$ cat config.mk
export PLATFORM = sky130hd
export DESIGN_NAME = ycbcr_rgba_color_converter_unit
export DESIGN_NICKNAME = d
export VERILOG_FILES = /design/src/sv/ycc_pkg.sv /design/src/sv/ycc_core.sv /design/src/sv/ycbcr_rgba_color_converter_unit.sv
export SDC_FILE = /design/constraint.sdc
export NUM_CORES = 2
export LEC_CHECK = 0
export ABC_CLOCK_PERIOD_IN_PS = 6600
export BUFFER_PORTS_ARGS = -buffer_cell sky130_fd_sc_hd__buf_2
export CORE_UTILIZATION = 30
export CTS_BUF_LIST = sky130_fd_sc_hd__clkbuf_16
export DETAILED_ROUTE_END_ITERATION = 8
export PLACE_DENSITY = 0.45
export SYNTH_ARGS = -nofsm -noshare
export SYNTH_HDL_FRONTEND = slang
export SYNTH_SLANG_ARGS = --single-unit
$ cat constraint.sdc
create_clock -name clk -period 6.6 [get_ports clk]
set_input_delay 1.65 -clock clk [delete_from_list [all_inputs] [get_ports clk]]
set_output_delay 1.65 -clock clk [all_outputs]
set_load 0.1 [all_outputs]
$ cat src/sv/ycc_pkg.sv
package ycc_pkg;

	// pixel and byte widths
	localparam int PIX_W = 32;
	localparam int BYTE_W = 8;

	// narrow signed width for byte products, chroma offsets and weighted sums
	localparam int P_W = 27;
	// accumulator width for Q32 byte-unit values
	localparam int ACC_W = 44;
	// full product width of two narrow operands
	localparam int PROD_W = 2 * P_W;

	// chroma scale and offset, Q16
	localparam logic signed [P_W-1:0] CH_FACTOR = P_W'(65793);
	localparam logic signed [P_W-1:0] CH_OFFSET = P_W'(8421500);

	// decode matrix, Q16
	localparam logic signed [P_W-1:0] K_RCR = P_W'(103206);
	localparam logic signed [P_W-1:0] K_GCR = P_W'(30677);
	localparam logic signed [P_W-1:0] K_GCB = P_W'(12275);
	localparam logic signed [P_W-1:0] K_BCB = P_W'(121609);

	// encode matrix, Q16
	localparam logic signed [P_W-1:0] K_YR = P_W'(13933);
	localparam logic signed [P_W-1:0] K_YG = P_W'(46872);
	localparam logic signed [P_W-1:0] K_YB = P_W'(4731);
	localparam logic signed [P_W-1:0] K_CBR = P_W'(-7508);
	localparam logic signed [P_W-1:0] K_CBG = P_W'(-25260);
	localparam logic signed [P_W-1:0] K_CBB = P_W'(32768);
	localparam logic signed [P_W-1:0] K_CRR = P_W'(32768);
	localparam logic signed [P_W-1:0] K_CRG = P_W'(-29764);
	localparam logic signed [P_W-1:0] K_CRB = P_W'(-3004);
	localparam logic signed [P_W-1:0] K_INVF = P_W'(65280);

	// direction codes
	typedef enum logic {
		DIR_DECODE = 1'b0,
		DIR_ENCODE = 1'b1
	} ycc_dir_t;

	// control into the conversion pipeline
	typedef struct packed {
		logic     in_valid;
		logic     out_ready;
		ycc_dir_t dir;
	} ycc_ctl_t;

	// status out of the conversion pipeline
	typedef struct packed {
		logic in_ready;
		logic out_valid;
	} ycc_sts_t;

	// zero-extend a byte into the narrow signed width
	function automatic logic signed [P_W-1:0] ext8(input logic [BYTE_W-1:0] v);
		ext8 = $signed(P_W'(v));
	endfunction

	// Q32 byte units: negative gives 0, otherwise truncate and saturate at 255
	function automatic logic [BYTE_W-1:0] clamp_q32(input logic signed [ACC_W-1:0] acc);
		logic [BYTE_W-1:0] res;
		if (acc[ACC_W-1]) begin
			res = '0;
		end else if (|acc[ACC_W-2:32+BYTE_W]) begin
			res = '1;
		end else begin
			res = acc[32+BYTE_W-1:32];
		end
		clamp_q32 = res;
	endfunction

endpackage

$ cat src/sv/ycc_core.sv
module ycc_core
	import ycc_pkg::*;
(
	input  logic             clk,
	input  logic             arst_n,
	input  ycc_ctl_t         ctl,
	output ycc_sts_t         sts,
	input  logic [PIX_W-1:0] in_data,
	output logic [PIX_W-1:0] out_data
);

	// stage valid bits
	logic v_s1, v_s2, v_s3, v_s4;
	logic rdy1, rdy2, rdy3, rdy4;

	// stage 1: unpacked bytes, chroma offsets, encode products
	ycc_dir_t                dir_s1;
	logic [BYTE_W-1:0]       y_s1, a_s1;
	logic signed [P_W-1:0]   cbp_s1, crp_s1;
	logic signed [P_W-1:0]   p_s1 [9];

	// stage 2: decode products, encode sums
	ycc_dir_t                dir_s2;
	logic [BYTE_W-1:0]       y_s2, a_s2;
	logic signed [ACC_W-1:0] dr_s2, dg1_s2, dg2_s2, db_s2;
	logic signed [P_W-1:0]   ey_s2, ecb_s2, ecr_s2;

	// stage 3: three Q32 accumulators
	ycc_dir_t                dir_s3;
	logic [BYTE_W-1:0]       a_s3;
	logic signed [ACC_W-1:0] c0_s3, c1_s3, c2_s3;

	// stage 4: packed output
	logic [PIX_W-1:0]        out_s4;

	// ready chain, a stage moves when it is empty or the next one moves
	always_comb begin
		rdy4 = !v_s4 || ctl.out_ready;
		rdy3 = !v_s3 || rdy4;
		rdy2 = !v_s2 || rdy3;
		rdy1 = !v_s1 || rdy2;
	end

	assign sts.in_ready  = rdy1;
	assign sts.out_valid = v_s4;
	assign out_data      = out_s4;

	// valid bits
	always_ff @(posedge clk or negedge arst_n) begin
		if (!arst_n) begin
			v_s1 <= 1'b0;
			v_s2 <= 1'b0;
			v_s3 <= 1'b0;
			v_s4 <= 1'b0;
		end else begin
			if (rdy1) v_s1 <= ctl.in_valid;
			if (rdy2) v_s2 <= v_s1;
			if (rdy3) v_s3 <= v_s2;
			if (rdy4) v_s4 <= v_s3;
		end
	end

	// stage 1 datapath
	logic [BYTE_W-1:0] b0, b1, b2, b3;
	assign b0 = in_data[7:0];
	assign b1 = in_data[15:8];
	assign b2 = in_data[23:16];
	assign b3 = in_data[31:24];

	always_ff @(posedge clk) begin
		if (rdy1 && ctl.in_valid) begin
			dir_s1 <= ctl.dir;
			y_s1   <= b0;
			// alpha sits in byte 1 for decode and byte 3 for encode
			a_s1   <= (ctl.dir == DIR_ENCODE) ? b3 : b1;
			cbp_s1 <= P_W'(ext8(b2) * CH_FACTOR - CH_OFFSET);
			crp_s1 <= P_W'(ext8(b3) * CH_FACTOR - CH_OFFSET);
			p_s1[0] <= P_W'(ext8(b0) * K_YR);
			p_s1[1] <= P_W'(ext8(b1) * K_YG);
			p_s1[2] <= P_W'(ext8(b2) * K_YB);
			p_s1[3] <= P_W'(ext8(b0) * K_CBR);
			p_s1[4] <= P_W'(ext8(b1) * K_CBG);
			p_s1[5] <= P_W'(ext8(b2) * K_CBB);
			p_s1[6] <= P_W'(ext8(b0) * K_CRR);
			p_s1[7] <= P_W'(ext8(b1) * K_CRG);
			p_s1[8] <= P_W'(ext8(b2) * K_CRB);
		end
	end

	// stage 2 datapath, decode matrix products
	logic signed [PROD_W-1:0] m_r, m_g1, m_g2, m_b;
	always_comb begin
		m_r  = PROD_W'(crp_s1) * PROD_W'(K_RCR);
		m_g1 = PROD_W'(crp_s1) * PROD_W'(K_GCR);
		m_g2 = PROD_W'(cbp_s1) * PROD_W'(K_GCB);
		m_b  = PROD_W'(cbp_s1) * PROD_W'(K_BCB);
	end

	always_ff @(posedge clk) begin
		if (rdy2 && v_s1) begin
			dir_s2 <= dir_s1;
			y_s2   <= y_s1;
			a_s2   <= a_s1;
			dr_s2  <= ACC_W'(m_r);
			dg1_s2 <= ACC_W'(m_g1);
			dg2_s2 <= ACC_W'(m_g2);
			db_s2  <= ACC_W'(m_b);
			ey_s2  <= p_s1[0] + p_s1[1] + p_s1[2];
			ecb_s2 <= p_s1[3] + p_s1[4] + p_s1[5] + CH_OFFSET;
			ecr_s2 <= p_s1[6] + p_s1[7] + p_s1[8] + CH_OFFSET;
		end
	end

	// stage 3 datapath, luma sums for decode, rescale for encode
	logic signed [ACC_W-1:0]  y32;
	logic signed [PROD_W-1:0] m_cb, m_cr;
	always_comb begin
		y32  = $signed(ACC_W'(y_s2)) <<< 32;
		m_cb = PROD_W'(ecb_s2) * PROD_W'(K_INVF);
		m_cr = PROD_W'(ecr_s2) * PROD_W'(K_INVF);
	end

	always_ff @(posedge clk) begin
		if (rdy3 && v_s2) begin
			dir_s3 <= dir_s2;
			a_s3   <= a_s2;
			unique case (dir_s2)
				DIR_DECODE: begin
					c0_s3 <= y32 + dr_s2;
					c1_s3 <= y32 - dg1_s2 - dg2_s2;
					c2_s3 <= y32 + db_s2;
				end
				DIR_ENCODE: begin
					c0_s3 <= ACC_W'(ey_s2) <<< 16;
					c1_s3 <= ACC_W'(m_cb);
					c2_s3 <= ACC_W'(m_cr);
				end
				default: begin
					c0_s3 <= '0;
					c1_s3 <= '0;
					c2_s3 <= '0;
				end
			endcase
		end
	end

	// stage 4 datapath, clamp and pack
	logic [BYTE_W-1:0] q0, q1, q2;
	always_comb begin
		q0 = clamp_q32(c0_s3);
		q1 = clamp_q32(c1_s3);
		q2 = clamp_q32(c2_s3);
	end

	always_ff @(posedge clk) begin
		if (rdy4 && v_s3) begin
			unique case (dir_s3)
				DIR_DECODE: out_s4 <= {a_s3, q2, q1, q0};
				DIR_ENCODE: out_s4 <= {q2, q1, a_s3, q0};
				default:    out_s4 <= '0;
			endcase
		end
	end

endmodule

$ cat src/sv/ycbcr_rgba_color_converter_unit.sv
// throughput: one pixel per cycle unless m_axis_tready stalls it, through a
//   four-stage pipeline (stage 1 to 4 registers), set by the constant
//   multipliers and the sums between each pair of stage registers
// reset: arst_n clears all stage valid bits and sets direction to decode;
//   the configuration channel is always ready
module ycbcr_rgba_color_converter_unit
	import ycc_pkg::*;
(
	input  logic             clk,
	input  logic             arst_n,
	// configuration write: direction
	input  logic             cfg_valid,
	output logic             cfg_ready,
	input  logic             cfg_data,
	// input pixel stream
	input  logic             s_axis_tvalid,
	output logic             s_axis_tready,
	input  logic [PIX_W-1:0] s_axis_tdata,   // pixel_in[31:0]
	// output pixel stream
	output logic             m_axis_tvalid,
	input  logic             m_axis_tready,
	output logic [PIX_W-1:0] m_axis_tdata    // pixel_out[31:0]
);

	ycc_dir_t dir_q;
	ycc_ctl_t ctl;
	ycc_sts_t sts;

	// direction register
	assign cfg_ready = 1'b1;
	always_ff @(posedge clk or negedge arst_n) begin
		if (!arst_n) begin
			dir_q <= DIR_DECODE;
		end else if (cfg_valid && cfg_ready) begin
			dir_q <= ycc_dir_t'(cfg_data);
		end
	end

	// conversion pipeline
	always_comb begin
		ctl.in_valid  = s_axis_tvalid;
		ctl.out_ready = m_axis_tready;
		ctl.dir       = dir_q;
	end

	ycc_core u_core (
		.clk      (clk),
		.arst_n   (arst_n),
		.ctl      (ctl),
		.sts      (sts),
		.in_data  (s_axis_tdata),
		.out_data (m_axis_tdata)
	);

	assign s_axis_tready = sts.in_ready;
	assign m_axis_tvalid = sts.out_valid;

endmodule

==> qor.yml <==
outcome: "finished clean"
hold_start: "u_core.a_s2[6]"
cp_max_fo: 5
path_buf_inv: 3
fmax_mhz: 155
cts.reportedPaths.clkPinSlew_ns: 0.06
grt-ovfl-total: 0
crit_top_cell: "fa_1"
avgSynthCellArea_sq_um: 10.6
clockBufferDepth: 3
vias: 49782
drc: 0
dieArea_sq_mm: 0.259
setup_violations: 0
grt_pass1_vias: 54579
fin_nets: 10277
rows: 185
portBuffers: 71
ys_ff_latch: 484
drive_above_1_share: 0.0775
synth.cell_area_sq_mm: 0.0772
synth_top_area_share: 0.322
min_to: "u_core.a_s3[6]"
pre_cts_ws_ns: -0.122
worst_slack_ns: 0.160
crit_chain: "buf_6 > fa_1 > fa_1 > fa_1 > fa_2 > fa_1 > inv_1 > fa_1 > inv_1 > ha_1 > a211oi_2 > nand2_1 > a2111o_1 > o21ai_4 > o211a_4 > nor3_2 > or4_4 > a31oi_4 > o21ai_2 > xor2_1"
gp_congestion: 0.895
min_path_cells: 0
reg2reg_slack_ns: 0.16
worst_pin_slew_ns: 1.08
hold_viol: 0
cts.sinks: 484
dp_hpwl_mm: 180
drt_iter0_drc: 2218
worstPathArrival_ns: 6.89
yosysTopAreaCell: "fa_1"
num_io_pins: 73
yosysWarnings: 0
cts_tree: "yes"
worst_skew_pair.late_latency_ns: 0.70
ys_seq_area_frac: 0.188
drv.max_cap_violation_count: 0
period_share: 0.976
die_x_um: 509
crit_path_top_delay_cell: "fa_1"
r2r-end: "u_core.dg1_s2[41]"
synthArstFlopShare: 0.0103
htreeDepth: 3
totalWireLength_mm: 204
grt_pass1_wl_mm: 322
syn_inst: 7293
rsz0062_at_grt: "yes"
track_usage: 0.163
cts-root-buf: "clkbuf_16"
firstDrtPassIters: 6
viasPerCell: 4.48
startpoint_type: "flip-flop"
grt_max_degree: 112
area_growth_syn_to_layout_pct: 12.3
post_drt_wl_per_cell_um: 18.4
worst-setup-path-type: "flip-flop to flip-flop"
hp-class: "flip-flop to flip-flop"
synth_area_leaders: "fa_1 (32%), ha_1 (21%), edfxtp_1 (19%)"
cp_top_family: "adder cells"
numCtsBuffers: 68
use_met3: 0.0175
r2r_start: "u_core.crp_s1[7]"
grtUsageMet1: 0.227
max_stage_delay_ns: 0.58
ant_nets: 0
end_kind: "flip-flop"
cp.required_ns: 7.05
fin_crit_ns: 6.44
core_sq_mm: 0.255
ctsHoldBuffers: 0
synth_edf_count: 479
top_usage_layer: "met2"
antenna_found_initial: 14
slew_headroom: 0.280
ys.flop_type: "edfxtp_1"
synth.net_count: 9874
met2_usage: 0.275
die_h_um: 509
skew_ns: 0.0397
rr_worst_depth: 20
start_util: 0.303
ys_types: 80
maxSlewViolCount: 0
## state kept, by name (all words and copies together) (netlist names), 7 cells and up
| signal | count |
|---|---|
| u_core.y_s2 | 8 |
| u_core.c2_s3 | 12 |
| u_core.dr_s2 | 12 |
| u_core.a_s1 | 8 |
| u_core.db_s2 | 13 |
| u_core.dg1_s2 | 43 |
| u_core.ey_s2 | 9 |
| u_core.a_s3 | 8 |
| u_core.a_s2 | 8 |
| u_core.ecr_s2 | 25 |
| u_core.cbp_s1 | 27 |
| u_core.dg2_s2 | 41 |
| u_core.ecb_s2 | 25 |
| u_core.crp_s1 | 27 |
| u_core.p_s1 | 147 |
| u_core.out_data | 32 |
| u_core.c0_s3 | 12 |
| u_core.c1_s3 | 12 |
| u_core.y_s1 | 7 |
## layer usage
layer  up-vias  share of wire  routed length, um
met4         8          0.013               2560
met2       524           0.48              97600
met5         -        0.00020                 40
met3       130          0.029               5990
met1     25112           0.48              98200
li1      24008              -                  -
## through the flow
| stage | std cells | utilization | setup TNS [ns] | hold WS, ns | cell area (sq um) |
|---|---|---|---|---|---|
| 2_1_floorplan | 7293 | - | 0 | 0.400 | 77200 |
| 3_3_place_gp | 10960 | 0.329 | -0.0257 | 0.400 | 83800 |
| 3_5_place_dp | 10960 | 0.329 | -0.158 | 0.405 | 83800 |
| 4_1_cts | 11092 | 0.338 | 0 | 0.421 | 86300 |
| 5_1_grt | 11118 | 0.340 | -0.212 | 0.425 | 86700 |
| 6_report | 11119 | 0.340 | 0 | 0.421 | 86700 |
## layout by cell type (no fill, tap or decap), drive strengths merged, types with 28 or more instances in the layout
cell type and n:
edfxtp 479, clkbuf 69, or2 28, xnor2 269, nor2b 31, o21bai 38, nand2b 41, buf 382
o211ai 30, nand2 189, nor2 240, a21oi 282, nor3 65, o21a 39, a211oi 30, a21o 145
o21ai 175, and3 35, inv 2090, ha 1301, nand3 74, fa 1242, xor2 126
## cell type report
class                      count  area, sq um
fill                       25837       168000
antenna                        2         5.00
sequential                   484        14500
multi-input combinational   4686        54900
inverter                    2074         7780
tap                         3366         4210
clock buffer                  69         1730
clock inverter                56          702
timing repair buffer         382         2830
## Yosys cell counts (20+ instances only)
cell,n
o21bai_1,38
fa_1,1242
o21a_1,39
nand3_1,74
nor3_1,65
edfxtp_1,479
nor2b_1,31
a211oi_1,30
nand4_1,22
o21ai_0,174
and2_1,20
mux2_2,23
nand2_1,189
o211ai_1,30
inv_1,2074
xor2_1,126
or2_2,28
nor2_1,240
ha_1,1301
xnor2_1,269
a21o_1,145
a31oi_1,27
a21oi_1,281
nand2b_1,41
clkbuf_1,43
or3_1,24
and3_1,35
## logic make-up (layout without fill, tap and decap cells)
kind of cell / Yosys count / count (layout) / share of synthesized area
fa+ha+maj: 2544 / 2544 / 0.533
buf+inv: 2123 / 2581 / 0.103
flops: 484 / 484 / 0.188
other cells: 1 / 3 / 0.0000486
simple gates: 796 / 796 / 0.0489
xor+xnor: 395 / 395 / 0.0448
mux: 40 / 40 / 0.00556
compound gates: 910 / 910 / 0.0759
## worst max-delay path by stage
stage,from,to,slack [ns],cells after the start
5_1_grt,u_core.crp_s1[7],u_core.dg1_s2[38],-0.09,23
4_1_cts,u_core.crp_s1[8],u_core.dg1_s2[41],0.003,20
2_1_floorplan,u_core.crp_s1[26],u_core.dg1_s2[41],0.02,21
3_5_place_dp,u_core.cbp_s1[13],u_core.dg2_s2[42],-0.12,20
6_report,u_core.crp_s1[7],u_core.dg1_s2[41],0.16,20
3_3_place_gp,u_core.crp_s1[9],u_core.dg1_s2[41],-0.02,19
## repair_timing
item                       CTS  global route
buffers inserted             7            25
resized for setup            2            44
setup endpoints to repair    2            31
pin swaps                    1            21
cloned                       0             0
Power is not shown: default switching activity piles up to over one toggle a cycle in this logic, so the estimate is an artifact.
